`config.mk`:
```
export PLATFORM = sky130hd
export DESIGN_NAME = pspa_regs
export DESIGN_NICKNAME = d
export VERILOG_FILES = /design/src/hdl/pspa_pkg.sv /design/src/hdl/pspa_regs.sv
export SDC_FILE = /design/constraint.sdc
export NUM_CORES = 1
export LEC_CHECK = 0
export BUFFER_PORTS_ARGS = -buffer_cell sky130_fd_sc_hd__clkbuf_2
export CAP_MARGIN = 15
export CORE_UTILIZATION = 39
export DETAILED_ROUTE_END_ITERATION = 6
export GPL_TIMING_DRIVEN = 0
export PLACE_DENSITY = 0.78
export SETUP_SLACK_MARGIN = 0.4
export SYNTH_ARGS = -nofsm -noshare
export SYNTH_HDL_FRONTEND = slang
export SYNTH_SLANG_ARGS = --single-unit
```
`constraint.sdc`:
```
create_clock -name clk -period 1.27 [get_ports clk]
set_input_delay 0.127 -clock clk [delete_from_list [all_inputs] [get_ports clk]]
set_output_delay 0.127 -clock clk [all_outputs]
set_load 0.05 [all_outputs]
```
`src/hdl/pspa_pkg.sv`:
```
// shared constants, codes and controller/datapath interface types for the slot pool allocator
// no dependencies
package pspa_pkg;

  localparam int POOL_SLOTS_DEF = 512;

  localparam int MODE_W     = 3;
  localparam int CLIENT_W   = 7;
  localparam int OWNER_W    = 6;
  localparam int TIME_W     = 32;
  localparam int LIFE_W     = 16;
  localparam int STATUS_W   = 2;
  localparam int SLOT_W     = 9;
  localparam int COUNT_W    = 10;
  localparam int CFG_ADDR_W = 3;
  localparam int CFG_DATA_W = 32;

  localparam logic [MODE_W-1:0] MODE_ALLOC         = 3'd0;
  localparam logic [MODE_W-1:0] MODE_ALLOC_NOMODEL = 3'd1;
  localparam logic [MODE_W-1:0] MODE_HIGH          = 3'd2;
  localparam logic [MODE_W-1:0] MODE_ATTACH        = 3'd3;
  localparam logic [MODE_W-1:0] MODE_KILL          = 3'd4;

  localparam logic [STATUS_W-1:0] ST_OK         = 2'd0;
  localparam logic [STATUS_W-1:0] ST_EXHAUSTED  = 2'd1;
  localparam logic [STATUS_W-1:0] ST_NO_MODEL   = 2'd2;
  localparam logic [STATUS_W-1:0] ST_BAD_CLIENT = 2'd3;

  localparam logic REG_LIFETIME   = 1'b0;
  localparam logic REG_MAX_CLIENT = 1'b1;

  localparam logic [LIFE_W-1:0]  LIFETIME_RST   = 16'd750;
  localparam logic [OWNER_W-1:0] MAX_CLIENT_RST = 6'd32;
  localparam logic [COUNT_W-1:0] KILL_MAX       = 10'd1023;

  typedef struct packed {
    logic               high;
    logic               attached;
    logic               modelless;
    logic [OWNER_W-1:0] owner;
  } meta_t;

  typedef struct packed {
    logic                capture;
    logic                alloc;
    logic                walk_start;
    logic                walk_step;
    logic                fail;
    logic [STATUS_W-1:0] fail_code;
    logic                out_load;
  } cmd_t;

  typedef struct packed {
    logic [MODE_W-1:0] mode;
    logic              model;
    logic              client_ok;
    logic              free_avail;
    logic              active_empty;
    logic              walk_hit;
    logic              walk_last;
    logic              out_free;
  } stat_t;

endpackage

```
`src/hdl/pspa_regs.sv`:
```
// configuration registers behind the apb-style port
// depends on pspa_pkg
module pspa_regs (
  input  logic                                 clk,
  input  logic                                 rst,
  input  logic                                 psel,
  input  logic                                 penable,
  input  logic                                 pwrite,
  input  logic [pspa_pkg::CFG_ADDR_W-1:0]      paddr,
  input  logic [pspa_pkg::CFG_DATA_W-1:0]      pwdata,
  output logic [pspa_pkg::CFG_DATA_W-1:0]      prdata,
  output logic                                 pready,
  output logic [pspa_pkg::LIFE_W-1:0]          default_lifetime,
  output logic [pspa_pkg::OWNER_W-1:0]         max_client
);

  logic wr_en;

  assign pready = 1'b1;
  assign wr_en  = psel && penable && pwrite;

  always_ff @(posedge clk) begin
    if (rst) begin
      default_lifetime <= pspa_pkg::LIFETIME_RST;
      max_client       <= pspa_pkg::MAX_CLIENT_RST;
    end else if (wr_en) begin
      case (paddr[2])
        pspa_pkg::REG_LIFETIME:   default_lifetime <= pwdata[pspa_pkg::LIFE_W-1:0];
        pspa_pkg::REG_MAX_CLIENT: max_client       <= pwdata[pspa_pkg::OWNER_W-1:0];
        default: ;
      endcase
    end
  end

  always_comb begin
    case (paddr[2])
      pspa_pkg::REG_LIFETIME:   prdata = pspa_pkg::CFG_DATA_W'(default_lifetime);
      pspa_pkg::REG_MAX_CLIENT: prdata = pspa_pkg::CFG_DATA_W'(max_client);
      default:                  prdata = '0;
    endcase
  end

endmodule

```
; ---- After elaboration in Yosys (flattened, before gate mapping)
; Cells that the tools add are included.
[totals]
regBits = 22
latch_bits = 0
mem_bits_rw = 0
rom_bits = 0
in_bits = 40
output_inout_bits = 55
elab_cells = 8
mem_count = 0
[classes]
n_addsub = 0
n_mul = 0
n_div = 0
order_cmp = 0
eq_ne = 0
shifts = 0
n_mux = 1
bitwise = 1
n_reduce_logical = 4
[op_table]
columns = operator, n
row1 = one-hot mux 32 bit (2 select lines), 1
row2 = AND reduction 2 bit, 2
row3 = logical AND 1 bit, 2
row4 = NOT 1 bit, 1

; ---- Longest topological paths before layout
[depth]
word_depth = 3
ltp_mapped = 5

; ---- Least setup slack after synthesis
; No wires, ideal clock.
[synth_path]
kind = flip-flop to output port
start = register default_lifetime[10] in the netlist's numbering
end = output prdata[10] in the netlist's numbering
arrival_ps = 1410
slack_ps = -267
stages_incl_launch_ff = 2
n_path_buf = 0
cell_sequence = dfxtp_1 nor2b_1
[synth_via]
elab_chain_len = 1
[synth_lines]
columns = element, line_no
row1 = "start, declared", pspa_regs.sv:13  ; output logic [pspa_pkg::LIFE_W-1:0] default_lifetime,
row2 = "start signal, assigned", pspa_regs.sv:24  ; default_lifetime <= pspa_pkg::LIFETIME_RST;
row3 = "start signal, assigned", pspa_regs.sv:28  ; pspa_pkg::REG_LIFETIME: default_lifetime <= pwdata[pspa_pkg::LIFE_W-1:0];
row4 = one-hot mux 32 bit (2 select lines), pspa_regs.sv:36  ; case (paddr[2])
row5 = "end, declared", pspa_regs.sv:11  ; output logic [pspa_pkg::CFG_DATA_W-1:0] prdata,
; No other way between the ends. The select of a mux whose other input is x is not followed.

; ---- Worst setup path after layout
[layout_path]
start = register default_lifetime[5] in the netlist's numbering
end = output prdata[5] in the netlist's numbering
; Same word-level chain as after synthesis.

==> out/metrics.cfg <==
[setup_path]
cp-start-kind = register
critPathMaxFanout = 3
worstSetupPathType = reg2out
critical_path_required_ns = 1.14
arrival_ns = 1.13
critPathCaptureType = output port

[routing]
first_iter_violations = 20
drc = 0
drt-wirelength-per-cell_um = 15.84
totalWireLength_um = 4452
vias = 1255
drt.antenna.violating_nets = 0
vias_per_cell = 4.466
firstDrtPassIters = 4

[cts]
ctsLongestPathBuffers = 2
cts_buffers = 3
clock_latency_ns = 0.32
tritoncts = yes
cts.sinks = 22
cts_max_level = 1
clk_pin_slew_worst_paths_ns = 0.13
root_buffer = clkbuf_4

[global_route]
grt_max_degree = 13
grt_util_all_layers = 0.2110
grt_pass1_wl_um = 5409
grt_overflow = 0
first_global_vias = 1127
grt.busiest_layer = met2
antenna_found_initial = 0
use_met3 = 0.02857
use_met2 = 0.4072
use_met1 = 0.2342

[die]
rows = 20
die_h_um = 58.30
die_w_um = 58.30
start_util = 0.4083
die_area_mm2 = 0.003399
coreArea_mm2 = 0.003028
io-pin-count = 95

[sta]
fin_skew_ns = 0
fmax_mhz = 795.7
fin_crit_sh = 0.9896
max_slew.worst_pin.slew_ns = 0.5601
rsz0062_at_grt = yes
setup_tns_ns = 0
setup_viol_count_final = 0
fin_crit_ns = 1.257
slew_violations = 0
relSlewSlack = 0.6266
hold_viol_final = 0

[final_layout]
n_antenna_cell = 0
final_cell_mix = 26 x nand2b_1, 24 x buf_6, 22 x mux2i_1, 22 x buf_4
n_fill_cell = 139
layout-drive-gt1-share = 0.6456
nets = 278
final_core_utilization = 0.8839
fin_cells = 281
area_growth_pct = 116.5
layout_commonest_cell = nand2b_1

[logic_synthesis]
seq_area_frac_synth = 0.3563
synth_top_area_share = 0.3563
synthesis.area_mm2 = 0.001236
synthTopCellsByArea = dfxtp_1 36%, mux2i_1 18%, nand2b_1 13%, buf_4 10%, mux2_2 5.5%
ys_warn_count = 0
syn_inst = 132
syn_area_per_cell_um2 = 9.365
ys_ff_latch = 22
synth_top_area_cell = dfxtp_1
synth_cell_types = 14

[pwr]
peakVddDrop_uv = 570.9
switching_power_uw = 611.0
comb_power_share = 0.361
p_int_mw = 1.137
power_frac_seq = 0.405
leakage_nw = 1.224
pwr-share-clk = 0.235
sw_frac_of_total = 0.3496
power_density_mw_per_mm2 = 653.0

[placement]
placedCellCount = 249
port_buffers = 58
dp_hpwl_um = 2073
gp_congestion = 0.7392

[outcome]
status = completed

[job]
maxCapViolCount = 0

[worst_hold_path]
hold_path_class = in2reg

-- power groups by stage --
stage / Combinational, mW / Clock [mW] / Sequential [mW]
global placement: 0.466 / 0 / 0.719
detailed placement: 0.468 / 0 / 0.719
floorplan: 0.331 / 0 / 0.772
CTS: 0.572 / 0.398 / 0.706
finish: 0.631 / 0.410 / 0.707
global route: 0.657 / 0.452 / 0.708
-- kinds of logic (layout without fill, tap and decap cells) --
family | Yosys count | after routing | synth area share
AND/OR/NAND/NOR | 54 | 54 | 0.2490
multiplexers | 28 | 28 | 0.2328
buffers and inverters | 26 | 116 | 0.1559
flip-flops | 22 | 22 | 0.3563
other | 2 | 17 | 0.006075
-- path summary, 6_finish.rpt --
kind | start | endpoint | slack, ns | cells after the start
min | pwdata[14] | default_lifetime[14] | 0.03 | 3
max reg2reg | default_lifetime[0] | default_lifetime[0] | 0.34 | 5
min reg2reg | max_client[3] | max_client[3] | 0.50 | 2
max | default_lifetime[5] | prdata[5] | 0.01 | 2
-- synthesized netlist by cell type --
master,number
and4_2,1
and4b_1,1
buf_12,1
buf_4,17
buf_6,2
clkbuf_1,6
conb_1,2
dfxtp_1,22
mux2_2,6
mux2i_1,22
nand2b_1,26
nand4_1,1
nor2_1,15
nor2b_1,10
-- metal layers --
layer  wire length (um)  vias to the layer above
met4                116                        0
li1                   -                      600
met3                192                       11
met2               2390                       58
met5                  0                        -
met1               1752                      586
-- what timing repair did --
action	in CTS	in global routing
pin swaps	0	1
endpoints found under the setup margin	38	38
setup buffers	11	17
hold buffers	0	0
hold endpoints to repair	0	0
gates resized for setup	101	41
-- area by class of cell --
cell class | count | area, um^2 | area share
multi-input combinational | 99 | 754.5 | 0.2819
clock buffer | 4 | 36.28 | 0.01356
buffer | 26 | 200.2 | 0.07480
timing repair buffer | 86 | 1140 | 0.4259
tap | 44 | 55.05 | 0.02057
sequential | 22 | 490.5 | 0.1833
-- critical path: stages (launching register included) --
cell and delay (ns):
dfxtp_2 0.37, mux2_2 0.29, buf_8 0.16
-- state kept, by name, summed over array words and instances, names as in the netlist --
signal and count:
default_lifetime 16, max_client 6
-- per-stage QoR --
step | instance area, um^2 | power (mW) | setup WS [ns] | hold WS, ns
after floorplan | 1425 | 1.103 | 0.2750 | 0.2717
after global placement | 1770 | 1.185 | 0.1859 | 0.3673
after detailed placement | 1770 | 1.188 | 0.1765 | 0.3725
after CTS | 2446 | 1.676 | 0.04223 | 0.04119
after global routing | 2676 | 1.817 | -0.01011 | 0.03956
final | 2676 | 1.748 | 0.01323 | 0.02909
Power figures use the tool's default switching activity.
