[config.mk]
export PLATFORM = sky130hd
export DESIGN_NAME = pspa_ctrl
export DESIGN_NICKNAME = d
export VERILOG_FILES = /design/src/hdl/pspa_pkg.sv /design/src/hdl/pspa_ctrl.sv
export SDC_FILE = /design/constraint.sdc
export NUM_CORES = 1
export LEC_CHECK = 0
export BUFFER_PORTS_ARGS = -buffer_cell sky130_fd_sc_hd__buf_4
export CORE_MARGIN = 2
export CORE_UTILIZATION = 25
export CTS_CLUSTER_DIAMETER = 200
export DETAILED_ROUTE_END_ITERATION = 12
export GPL_TIMING_DRIVEN = 0
export PLACE_DENSITY_LB_ADDON = 0.2
export SYNTH_ARGS = -nofsm -noshare
export SYNTH_HDL_FRONTEND = slang
export SYNTH_SLANG_ARGS = --single-unit
[constraint.sdc]
create_clock -name clk -period 4.9 [get_ports clk]
set_input_delay 0.98 -clock clk [delete_from_list [all_inputs] [get_ports clk]]
set_output_delay 0.98 -clock clk [all_outputs]
set_load 0.01 [all_outputs]
[src/hdl/pspa_pkg.sv]
// shared constants, codes and controller/datapath interface types for the slot pool allocator
// no dependencies
package pspa_pkg;

  localparam int POOL_SLOTS_DEF = 512;

  localparam int MODE_W     = 3;
  localparam int CLIENT_W   = 7;
  localparam int OWNER_W    = 6;
  localparam int TIME_W     = 32;
  localparam int LIFE_W     = 16;
  localparam int STATUS_W   = 2;
  localparam int SLOT_W     = 9;
  localparam int COUNT_W    = 10;
  localparam int CFG_ADDR_W = 3;
  localparam int CFG_DATA_W = 32;

  localparam logic [MODE_W-1:0] MODE_ALLOC         = 3'd0;
  localparam logic [MODE_W-1:0] MODE_ALLOC_NOMODEL = 3'd1;
  localparam logic [MODE_W-1:0] MODE_HIGH          = 3'd2;
  localparam logic [MODE_W-1:0] MODE_ATTACH        = 3'd3;
  localparam logic [MODE_W-1:0] MODE_KILL          = 3'd4;

  localparam logic [STATUS_W-1:0] ST_OK         = 2'd0;
  localparam logic [STATUS_W-1:0] ST_EXHAUSTED  = 2'd1;
  localparam logic [STATUS_W-1:0] ST_NO_MODEL   = 2'd2;
  localparam logic [STATUS_W-1:0] ST_BAD_CLIENT = 2'd3;

  localparam logic REG_LIFETIME   = 1'b0;
  localparam logic REG_MAX_CLIENT = 1'b1;

  localparam logic [LIFE_W-1:0]  LIFETIME_RST   = 16'd750;
  localparam logic [OWNER_W-1:0] MAX_CLIENT_RST = 6'd32;
  localparam logic [COUNT_W-1:0] KILL_MAX       = 10'd1023;

  typedef struct packed {
    logic               high;
    logic               attached;
    logic               modelless;
    logic [OWNER_W-1:0] owner;
  } meta_t;

  typedef struct packed {
    logic                capture;
    logic                alloc;
    logic                walk_start;
    logic                walk_step;
    logic                fail;
    logic [STATUS_W-1:0] fail_code;
    logic                out_load;
  } cmd_t;

  typedef struct packed {
    logic [MODE_W-1:0] mode;
    logic              model;
    logic              client_ok;
    logic              free_avail;
    logic              active_empty;
    logic              walk_hit;
    logic              walk_last;
    logic              out_free;
  } stat_t;

endpackage

[src/hdl/pspa_ctrl.sv]
// controller state machine: request decode, list walk sequencing, result hand-off
// depends on pspa_pkg
module pspa_ctrl (
  input  logic            clk,
  input  logic            rst,
  input  logic            req_valid,
  output logic            req_ready,
  input  pspa_pkg::stat_t stat,
  output pspa_pkg::cmd_t  cmd
);

  typedef enum logic [1:0] {IDLE, EXEC, WALK, DONE} state_t;

  state_t state;

  assign req_ready = (state == IDLE);

  always_ff @(posedge clk) begin
    if (rst) begin
      state <= IDLE;
    end else begin
      case (state)
        IDLE: if (req_valid) state <= EXEC;
        EXEC: state <= cmd.walk_start ? WALK : DONE;
        WALK: if (stat.walk_hit || stat.walk_last) state <= DONE;
        DONE: if (stat.out_free) state <= IDLE;
        default: state <= IDLE;
      endcase
    end
  end

  always_comb begin
    cmd = '0;
    case (state)
      IDLE: cmd.capture = req_valid;
      EXEC: begin
        case (stat.mode)
          pspa_pkg::MODE_ALLOC, pspa_pkg::MODE_ALLOC_NOMODEL: begin
            if (!stat.free_avail) begin
              cmd.fail      = 1'b1;
              cmd.fail_code = pspa_pkg::ST_EXHAUSTED;
            end else if (stat.mode == pspa_pkg::MODE_ALLOC && !stat.model) begin
              cmd.fail      = 1'b1;
              cmd.fail_code = pspa_pkg::ST_NO_MODEL;
            end else begin
              cmd.alloc = 1'b1;
            end
          end
          pspa_pkg::MODE_HIGH, pspa_pkg::MODE_ATTACH: begin
            if (stat.mode == pspa_pkg::MODE_ATTACH && !stat.client_ok) begin
              cmd.fail      = 1'b1;
              cmd.fail_code = pspa_pkg::ST_BAD_CLIENT;
            end else if (!stat.model) begin
              cmd.fail      = 1'b1;
              cmd.fail_code = pspa_pkg::ST_NO_MODEL;
            end else if (stat.free_avail) begin
              cmd.alloc = 1'b1;
            end else if (stat.active_empty) begin
              cmd.fail      = 1'b1;
              cmd.fail_code = pspa_pkg::ST_EXHAUSTED;
            end else begin
              cmd.walk_start = 1'b1;
            end
          end
          pspa_pkg::MODE_KILL: begin
            if (!stat.client_ok) begin
              cmd.fail      = 1'b1;
              cmd.fail_code = pspa_pkg::ST_BAD_CLIENT;
            end else if (!stat.active_empty) begin
              cmd.walk_start = 1'b1;
            end
          end
          default: ;
        endcase
      end
      WALK: begin
        cmd.walk_step = 1'b1;
        // a reuse walk that reaches the end of the list found nothing
        if (!stat.walk_hit && stat.walk_last && stat.mode != pspa_pkg::MODE_KILL) begin
          cmd.fail      = 1'b1;
          cmd.fail_code = pspa_pkg::ST_EXHAUSTED;
        end
      end
      DONE: cmd.out_load = stat.out_free;
      default: ;
    endcase
  end

endmodule

## Yosys cells after proc, flatten, opt, wreduce, memory -nomap -nowiden

Cells that the tools add are included.

| word-level totals | value |
|---|---|
| register bits | 2 |
| bits in read-only memories | 0 |
| output and inout bits | 9 |
| bits in writable memories | 0 |
| bits in latches | 0 |
| logic and storage cells | 54 |
| input bits | 13 |
| memories kept | 0 |

| operators by class | value |
|---|---|
| add/subtract/negate cells | 0 |
| equal/unequal tests | 11 |
| shift operators | 0 |
| order comparisons | 0 |
| bitwise logic cells | 0 |
| multiply operators | 0 |
| divide/modulo/power cells | 0 |
| mux-type cells | 29 |
| reduce and logical (&&, ||, !) cells | 13 |

Operators by type and width:

| kind | number |
|---|---|
| 2-to-1 mux 3 bit | 8 |
| 2-to-1 mux 2 bit | 6 |
| 2-to-1 mux 1 bit | 10 |
| one-hot mux 3 bit (3 select lines) | 1 |
| one-hot mux 2 bit (4 select lines) | 1 |
| == test 3 x 2 -> 1 bit, second input constant | 2 |
| inequality test 2 bit, second input constant | 3 |
| one-hot mux 3 bit (2 select lines) | 1 |
| == test 2 bit, second input constant | 2 |
| logical AND 1 bit | 4 |
| one-hot mux 1 bit (2 select lines) | 2 |
| OR reduction 2 bit | 2 |
| == test 3 x 1 -> 1 bit, second input constant | 1 |
| == test 3 bit, second input constant | 1 |
| zero test 1 bit | 3 |
| zero test 3 bit | 1 |
| inequality test 3 bit, second input constant | 1 |
| AND reduction 3 bit | 1 |
| == test 2 x 1 -> 1 bit, second input constant | 1 |
| zero test 2 bit | 1 |
| logical OR 1 bit | 1 |

## Logic depth before layout (Yosys ltp)

Gate-level depths: netlist of run 1.

| depth | value |
|---|---|
| depth in word-level cells | 8 |
| gate-level depth with buffers | 6 |
| mapped depth without buffers | 6 |

## Worst setup path before layout of run 1

Ideal clock, no wire load.

| timing path | value |
|---|---|
| path kind | in2out |
| start | input stat[9] in the netlist's numbering |
| end | output cmd[3] in the netlist's numbering |
| data required time | 3.920 ns |
| buffers on the path | 1 |
| arrival time | 1.730 ns |
| cell stages on the path | 5 |
| path slack | 2.190 ns |
| cell sequence | buf_6 > nor3b_2 > and2b_4 > a21oi_2 > a21bo_1 |

RTL lines:

| item | RTL line | text |
|---|---|---|
| from (decl) | pspa_ctrl.sv:8 | `input pspa_pkg::stat_t stat,` |
| to (decl) | pspa_ctrl.sv:9 | `output pspa_pkg::cmd_t cmd` |

==> results of run 1 <==
[cell usage in the layout, fill, tap and decap left out, types with 2 or more instances in the layout]
master,n
buf_4,20
nor3b_2,3
inv_1,6
nand2b_1,2
ha_1,4
and2_1,2
nor2_1,5
nand2_1,2
dfxtp_1,2
a32oi_1,2
a21oi_1,7
clkbuf_4,3
[final cells by class]
type | instances | area [um^2] | share of cell area [%]
buffer | 1 | 11.3 | 1.85
clock buffer | 3 | 22.5 | 3.70
inverter | 6 | 22.5 | 3.70
multi-input combinational | 45 | 342 | 56.2
sequential | 2 | 40.0 | 6.58
tap | 16 | 20.0 | 3.29
timing repair buffer | 20 | 150 | 24.7
[per-layer routing]
metal	wire, um	up-vias	GRT usage [%]
li1	-	239	-
met1	539	193	15.9
met2	427	13	12.5
met3	71	0	4.00
met4	0	0	5.45
met5	0	-	0
[through the flow]
| step | instance area (um^2) | hold WS (ns) | total power, mW |
|---|---|---|---|
| CTS | 608 | 0.559 | 0.221 |
| detailed placement | 586 | 0.554 | 0.181 |
| global route | 608 | 0.578 | 0.241 |
| global placement | 586 | 0.551 | 0.181 |
| finish | 608 | 0.546 | 0.216 |
| floorplan | 415 | 0.503 | 0.129 |
[power by group]
group | total [mW] | switching (mW) | internal [mW]
sequential | 0.0340 | 0.00953 | 0.0245
combinational | 0.145 | 0.0685 | 0.0765
clock | 0.0366 | 0.00953 | 0.0270
[kinds of logic (layout without fill, tap and decap cells)]
group,count (synthesis),in the layout
and+or+nand+nor,21,21
AOI/OAI and AO/OA,18,18
muxes,2,2
adders and majority gates,4,4
buffers and inverters,7,30
DFF,2,2
[worst min-delay path: stages, from the launching register on]
cell and delay [ns]:
dfxtp_1 0.33, o211ai_1 0.10, a21oi_1 0.06
[final timing paths]
| check | cells past startpoint | slack (ns) | to |
|---|---|---|---|
| worst min register to register | 2 | 0.55 | state[0]$_SDFFE_PP0P_ |
| worst max register to register | 6 | 3.22 | state[0]$_SDFFE_PP0P_ |
| worst max-delay path | 6 | 1.99 | cmd[3] |
| worst min-delay path | 2 | 0.55 | state[0]$_SDFFE_PP0P_ |
==> results_dict.tcl, run 1 <==
set metrics [dict create \
    rows 14 \
    cts_sinks 2 \
    clock_latency_ns 0.22 \
    fin_setup_tns_ns 0 \
    area_growth_pct 46.4 \
    post-place-ws_ns 2.00 \
    reg_top3 "state: 2 flops" \
    grt_use_total_pct 10.6 \
    detail-route-antenna-nets 0 \
    wl_per_cell_um 11.2 \
    ctsHoldBuffers 0 \
    path_max_fanout 7 \
    setup_viol 0 \
    cp-start-kind "input pin" \
    antenna_cells 0 \
    synth_compound_area_share_pct 30.1 \
    grt_pass1_wl_um 1550 \
    grt-ovfl-total 0 \
    io_buffers 20 \
    synthSimpleGateAreaFrac_pct 34.9 \
    layout_setup_ws_ns 1.99 \
    min_path_type "flip-flop to flip-flop" \
    synth_xor_area_share_pct 0 \
    numCtsBuffers 3 \
    place.gp.congestion 0.734 \
    clk_path_buf_depth 2 \
    dr.pass1.iters 2 \
    synth_top_flop_cell "dfxtp_1" \
    postCtsSetupBuffers 0 \
    die_w_um 44.8 \
    crit_path_frequent_cell "buf_4" \
    cts_tree "built" \
    cp.required_ns 3.92 \
    worstMarginPinSlew_ns 0.275 \
    rr_startpoint "state[0]$_SDFFE_PP0P_" \
    ir_drop_uv 210 \
    root_buffer "clkbuf_4" \
    io_pins 22 \
    synth_fp_nets 71 \
    antenna_found_initial 0 \
    path_cells "buf_4, nor2b_1, o21ai_0, a21oi_1, a21bo_1, buf_4" \
    path_class "input pin to output pin" \
    finClkSkew_ns 0.00141 \
    grt_max_degree 10 \
    dp_hpwl_um 817 \
    synth-seq-cells 2 \
    status "completed" \
    drive_above_1_share_pct 41.6 \
    yosysMostFrequentCell "a21oi_1" \
    drt-initial-drc-count 6 \
    cts-htree-levels 1 \
    relSlewSlack_pct 81.7 \
    fin_util_pct 39.9 \
    grt_setup_unrepaired "false" \
    cts_resized 0 \
    synth_cell_type_count 29 \
    die_h_um 44.8 \
    yosysTopAreaCell "ha_1" \
    synth.area.top_cells "ha_1, dfxtp_1, nor3b_2, a21oi_1, inv_1" \
    clk_pin_slew_ns 0.03 \
    final_hold_viol_count 0 \
    leakage_nw 0.303 \
    yosysSeqAreaShare_pct 9.64 \
    vias_per_cell 4.78 \
    fin_nets 96 \
    hold_start "state[0]$_SDFFE_PP0P_" \
    cp_top_family "compound AO/OA/AOI/OAI gates" \
    fmax_ghz 0.344 \
    yosysTopAreaCellShare_pct 12.0 \
    placed_cells 90 \
    synthTopCellsByCount "a21oi_1, inv_1, nor2_1" \
    synth_fa_ha_area_share_pct 12.0 \
    slew_viol_final 0 \
    drc 0 \
    grt_pass1_vias 368 \
    critPathCaptureType "output pin" \
    filler_cell_count 163 \
    period_minus_slack_ns 2.91 \
    instances_no_fill 93 \
    avgSynthCellArea_um2 7.69 \
    dr_total_vias 445 \
    largest_reg_flops 2 \
    startpoint "stat[7]" \
    core-area_um2 1520 \
    synthCells 54 \
    max_flop_register "state" \
    drt-total-wl_um 1040 \
    min_period_over_period_pct 59.3 \
    p_per_area_nw_per_um2 355 \
    start_util_pct 27.3 \
    synth_top_family_by_area "simple AND/OR/NAND/NOR gates" \
    synthMuxAreaShare_pct 5.12 \
    cap_violations 0 \
    max_stage_delay_ns 0.23 \
    crit_arrival_ns 1.93 \
    synth_area_um2 415 \
    path_buf_inv 2 \
    yosysWarnings 0 \
    synthArstFlopShare_pct 0 \
    synth_edf_count 0 \
    dieArea_um2 2000 \
    cpMaxStageDelayCell "o21ai_0" \
]
Note: power is estimated with default switching activity, not from simulation.
==> run 2, diff against run 1 <==
--- a/config.mk
+++ b/config.mk
@@ -5,6 +5,7 @@
 export SDC_FILE = /design/constraint.sdc
 export NUM_CORES = 1
 export LEC_CHECK = 0
+export ABC_AREA = 1
 export BUFFER_PORTS_ARGS = -buffer_cell sky130_fd_sc_hd__buf_4
 export CORE_MARGIN = 2
 export CORE_UTILIZATION = 25
==> constraint.sdc (replaced) <==
create_clock -name clk -period 2.8 [get_ports clk]
set_input_delay 0.56 -clock clk [delete_from_list [all_inputs] [get_ports clk]]
set_output_delay 0.56 -clock clk [all_outputs]
set_load 0.01 [all_outputs]
==> run 2 against run 1 <==
Compared with the run above:
- clock skew hardly changed
- cell area decreased by 1.6%
- critical path type unchanged
- power increased by 60%
==> results_dict.tcl, run 2 <==
set metrics [dict create \
    rrSetupSlack_ns 1.44 \
    largest_reg_flops 2 \
    clk_path_buf_depth 2 \
    cp.required_ns 2.24 \
    rows 14 \
    max_flop_register "state" \
    io_pins 22 \
    synth_cell_type_count 19 \
    antenna_found_initial 0 \
    period_minus_slack_ns 2.02 \
    grt_pass1_vias 455 \
    synth_xor_area_share_pct 0 \
    die_h_um 43.9 \
    detail-route-antenna-nets 0 \
    min_path_type "input pin to flip-flop" \
    clock_latency_ns 0.22 \
    cap_violations 0 \
    postPlaceCellArea_um2 576 \
    cp-start-kind "input pin" \
    cp_top_family "simple AND/OR/NAND/NOR gates" \
    layout_commonest_cell "buf_4" \
    finClkSkew_ns 0.00125 \
    cts-htree-levels 1 \
    p_per_area_nw_per_um2 576 \
    area_growth_pct 50.3 \
    cts_resized 0 \
    dp_hpwl_um 834 \
    synth.area.top_cells "nand2_1, ha_1, inv_1, dfxtp_1, nand3_1" \
    grt_setup_unrepaired "false" \
    max_stage_delay_ns 0.27 \
    synthCells 71 \
    io_buffers 21 \
    yosysMostFrequentCell "nand2_1" \
    dieArea_um2 1930 \
    intPower_mw 0.189 \
    switching_share_pct 45.1 \
    drt-initial-drc-count 9 \
    drt-total-wl_um 999 \
    ctsHoldBuffers 0 \
    synthMuxAreaShare_pct 0 \
    grt_max_degree 7 \
    synth_top_flop_cell "dfxtp_1" \
    crit_path_frequent_cell "buf_4" \
    path_max_fanout 3 \
    pwr-share-clk_pct 18.1 \
    cts_tree "built" \
    start_util_pct 26.4 \
    cts_sinks 2 \
    synth_top_family_by_area "simple AND/OR/NAND/NOR gates" \
    fmax_ghz 0.495 \
    postCtsSetupBuffers 0 \
    reg_top3 "state: 2 flops" \
    vias_per_cell 4.68 \
    dr.pass1.iters 4 \
    numCtsBuffers 3 \
    path_cells "buf_4, nor3_2, nand2_2, nand3_1, nand2_1, a21oi_2, buf_4" \
    grt_pass1_wl_um 1670 \
    slew_viol_final 0 \
    worstMarginPinSlew_ns 0.255 \
    drive_above_1_share_pct 34.7 \
    final_hold_viol_count 0 \
    yosysTopAreaCell "nand2_1" \
    drc 0 \
    place.gp.congestion 0.820 \
    synth_fa_ha_area_share_pct 12.6 \
    min_period_over_period_pct 72.2 \
    status "completed" \
    synth_compound_area_share_pct 17.9 \
    cpMaxStageDelayCell "nor3_2" \
    final_cell_mix "buf_4, nand2_1, inv_1, nor2_1, nand3_1" \
    fin_setup_tns_ns 0 \
    synth_edf_count 0 \
    antenna_cells 0 \
    synth_fp_nets 88 \
    path_buf_inv 2 \
    path_class "input pin to output pin" \
    seq_power_share_pct 16.2 \
    core-area_um2 1510 \
    yosysTopAreaCellShare_pct 18.9 \
    grt-ovfl-total 0 \
    crit_arrival_ns 1.46 \
    leakage_nw 0.328 \
    ir_drop_uv 180 \
    yosysWarnings 0 \
    yosysSeqAreaShare_pct 10.1 \
    grt_use_total_pct 11.3 \
    dr_total_vias 519 \
    avgSynthCellArea_um2 5.60 \
    p_switching_mw 0.155 \
    power.share.combinational_pct 65.8 \
    die_w_um 43.9 \
    clk_pin_slew_ns 0.03 \
    synthTopCellsByCount "nand2_1, inv_1, nand3_1, nor2_1" \
    critPathCaptureType "output pin" \
    relSlewSlack_pct 82.9 \
    synth-seq-cells 2 \
    wl_per_cell_um 9.00 \
    setup_viol 0 \
    fin_nets 114 \
    synth_area_um2 398 \
    synthSimpleGateAreaFrac_pct 46.2 \
    root_buffer "clkbuf_4" \
    synthArstFlopShare_pct 0 \
    fin_area_um2 598 \
]
## run 2: path summary, 6_finish.rpt
check                        startpoint                     to  cells after the start
setup reg to reg  state[0]$_SDFFE_PP0P_  state[1]$_SDFFE_PP0P_                      6
hold / removal                      rst  state[0]$_SDFFE_PP0P_                      2
hold reg to reg   state[0]$_SDFFE_PP0P_  state[0]$_SDFFE_PP0P_                      2
setup / recovery                stat[8]                 cmd[1]                      7
## run 2: worst register-to-register path, stage by stage, from the launching register on
cell and delay [ns]:
dfxtp_1 0.39, inv_1 0.08, ha_1 0.22, nor3b_1 0.15, nor2_1 0.21, nor2_1 0.06
a211oi_1 0.16
## run 2: per-stage QoR
| stage | power [mW] | worst slack [ns] | utilization, % | instances | hold slack [ns] |
|---|---|---|---|---|---|
| after floorplan | 0.201 | 1.07 | - | 71 | 0.476 |
| after global placement | 0.285 | 0.778 | 38.2 | 108 | 0.512 |
| after detailed placement | 0.286 | 0.768 | 38.2 | 108 | 0.515 |
| after CTS | 0.351 | 0.766 | 39.7 | 111 | 0.503 |
| after global routing | 0.381 | 0.666 | 39.7 | 111 | 0.509 |
| final | 0.344 | 0.778 | 39.7 | 111 | 0.506 |
## run 2: kinds of logic after synthesis
| family | count (synthesis) |
|---|---|
| buf+inv | 14 |
| simple gates | 39 |
| flops | 2 |
| compound gates | 12 |
| fa+ha+maj | 4 |
## run 2: final cells by class
| cell class | instances | area [um^2] |
|---|---|---|
| sequential | 2 | 40.0 |
| inverter | 14 | 52.6 |
| multi-input combinational | 55 | 305 |
| tap | 16 | 20.0 |
| clock buffer | 3 | 22.5 |
| fill | 172 | 908 |
| timing repair buffer | 21 | 158 |
## run 2: power by group through the flow
stage	Combinational, mW	Clock [mW]	Sequential, mW
5_1_grt	0.258	0.0650	0.0584
6_report	0.226	0.0622	0.0557
2_1_floorplan	0.148	0	0.0531
3_3_place_gp	0.227	0	0.0573
4_1_cts	0.231	0.0643	0.0565
3_5_place_dp	0.229	0	0.0570
## run 2: metal layers
layer / vias to the layer above / track usage, % / wire (um) / share of wire [%]
met5: - / 0 / 0 / 0
met4: 0 / 7.27 / 8 / 0.80
met3: 2 / 0 / 63 / 6.3
met2: 23 / 21.2 / 479 / 48
met1: 215 / 12.4 / 446 / 45
li1: 279 / - / - / -
==> run 3, diff against run 2 <==
--- a/config.mk
+++ b/config.mk
@@ -5,7 +5,7 @@
 export SDC_FILE = /design/constraint.sdc
 export NUM_CORES = 1
 export LEC_CHECK = 0
-export ABC_AREA = 1
+export ABC_AREA = 0
 export BUFFER_PORTS_ARGS = -buffer_cell sky130_fd_sc_hd__buf_4
 export CORE_MARGIN = 2
 export CORE_UTILIZATION = 25
==> constraint.sdc (replaced) <==
create_clock -name clk -period 2.1 [get_ports clk]
set_input_delay 0.42 -clock clk [delete_from_list [all_inputs] [get_ports clk]]
set_output_delay 0.42 -clock clk [all_outputs]
set_load 0.01 [all_outputs]
==> run 3 against run 2 <==
Compared with the run above:
- sequential power rose by 51%
- routed wire length rose by 4.4%
- non-clock buffer count did not move
- cell area rose by 4.6%
- final cell count fell by 16%
- clock-buffer cell count did not move
- die area rose by 4.0%
- power rose by 57%
- critical path depth fell by 1
- worst setup slack got worse by 0.67 ns
- largest power group unchanged
==> results_dict.tcl, run 3 (same netlist as run 1, synthesis figures left out) <==
set metrics [dict create \
    status "completed" \
    dieArea_um2 2000 \
    fin_util_pct 41.1 \
    p_per_area_nw_per_um2 867 \
    intPower_mw 0.329 \
    grt_setup_unrepaired "false" \
    placed_cells 90 \
    detail-route-antenna-nets 0 \
    largest_reg_flops 2 \
    dr_total_vias 450 \
    reg_top3 "state: 2 flops" \
    max_flop_register "state" \
    hold_start "rst" \
    drt-initial-drc-count 6 \
    ctsHoldBuffers 0 \
    min_delay_path_depth 2 \
    cts_sinks 2 \
    crit_arrival_ns 1.57 \
    hold_slack_ns 0.358 \
    cp.required_ns 1.68 \
    total_power_mw 0.542 \
    clk_path_buf_depth 2 \
    wl_per_cell_um 11.2 \
    grt_pass1_wl_um 1550 \
    r2r-end "state[0]$_SDFFE_PP0P_" \
    min_delay_worst_endpoint "state[0]$_SDFFE_PP0P_" \
    path_max_fanout 5 \
    core-area_um2 1520 \
    cap_violations 0 \
    cts-htree-levels 1 \
    clock_latency_ns 0.22 \
    relSlewSlack_pct 81.8 \
    start_util_pct 27.3 \
    fin_nets 96 \
    postPlaceCellArea_um2 586 \
    antenna_cells 0 \
    antenna_found_initial 0 \
    cts_tree "built" \
    rr_startpoint "state[0]$_SDFFE_PP0P_" \
    die_w_um 44.8 \
    layout_setup_ws_ns 0.106 \
    area_growth_pct 50.6 \
    rrSetupSlack_ns 0.44 \
    ir_drop_uv 511 \
    drive_above_1_share_pct 46.8 \
    root_buffer "clkbuf_4" \
    rr_worst_depth 6 \
    setup_viol 0 \
    critPathCaptureType "output pin" \
    die_h_um 44.8 \
    worstMarginPinSlew_ns 0.273 \
    numCtsBuffers 3 \
    grt_use_total_pct 10.6 \
    switching_share_pct 39.3 \
    fin_area_um2 626 \
    finClkSkew_ns 0.00173 \
    final_hold_viol_count 0 \
    slew_viol_final 0 \
    instances_no_fill 93 \
    fin_setup_tns_ns 0 \
    period_minus_slack_ns 1.99 \
    leakage_nw 0.304 \
    io_buffers 20 \
    clk_pin_slew_ns 0.03 \
    vias_per_cell 4.84 \
    drc 0 \
    cp-start-kind "flip-flop" \
    rows 14 \
    place.gp.congestion 0.734 \
    layout_commonest_cell "buf_4" \
    grt-ovfl-total 0 \
    grt_max_degree 10 \
    dr.pass1.iters 2 \
    grt_pass1_vias 368 \
    pwr-share-clk_pct 15.7 \
    post-place-ws_ns 0.234 \
    seq_power_share_pct 15.5 \
    dp_hpwl_um 817 \
    p_switching_mw 0.213 \
    path_class "flip-flop to output pin" \
    power.share.combinational_pct 68.8 \
    min_path_type "input pin to flip-flop" \
    final_cell_mix "buf_4, a21oi_1, inv_1, nor2_1" \
    fmax_ghz 0.502 \
    min_period_over_period_pct 94.9 \
    io_pins 22 \
    drt-total-wl_um 1040 \
]
## run 3: timing repair
action,4_1_cts,5_1_grt
setup buffers,0,0
endpoints found under the hold margin,0,0
setup endpoints to repair,1,2
resized for setup,1,3
pin swaps,0,0
## run 3: worst max-delay path by stage
stage	endpoint	from	slack [ns]
after global placement	cmd[3]	state[0]$_SDFFE_PP0P_	0.23
final	cmd[3]	state[1]$_SDFFE_PP0P_	0.11
after floorplan	cmd[3]	state[0]$_SDFFE_PP0P_	0.43
after CTS	cmd[3]	state[1]$_SDFFE_PP0P_	0.02
after detailed placement	cmd[3]	state[0]$_SDFFE_PP0P_	0.23
after global routing	cmd[3]	state[1]$_SDFFE_PP0P_	0.02
## run 3: power by group through the flow
| stage | sequential (mW) | clock (mW) | combinational (mW) |
|---|---|---|---|
| after floorplan | 0.0741 | 0 | 0.226 |
| after global placement | 0.0799 | 0 | 0.341 |
| after detailed placement | 0.0801 | 0 | 0.343 |
| after CTS | 0.0816 | 0.0913 | 0.345 |
| after global routing | 0.0888 | 0.0993 | 0.417 |
| final | 0.0840 | 0.0850 | 0.373 |
## run 3: area by class of cell
| class | instances | area [um^2] |
|---|---|---|
| repair buffers | 20 | 150 |
| flip-flops and latches | 2 | 42.5 |
| well taps | 16 | 20.0 |
| plain buffers | 1 | 11.3 |
| fillers | 163 | 898 |
| multi-input cells | 45 | 357 |
| clock buffers | 3 | 22.5 |
| inverters | 6 | 22.5 |
## run 3: worst max-delay path, stage by stage (launching register included)
cell and delay (ns):
dfxtp_2 0.35, inv_1 0.09, ha_1 0.25, and3_4 0.20, a21oi_2 0.12, a21bo_1 0.21
buf_4 0.14
## run 3: routing by layer
metal  vias up  GRT usage [%]  part of all wire (%)
met5         -              0                     0
met4         0           5.45                     0
met3         0           4.00                   6.6
met2        13           12.5                    42
met1       198           15.9                    52
li1        239              -                     -
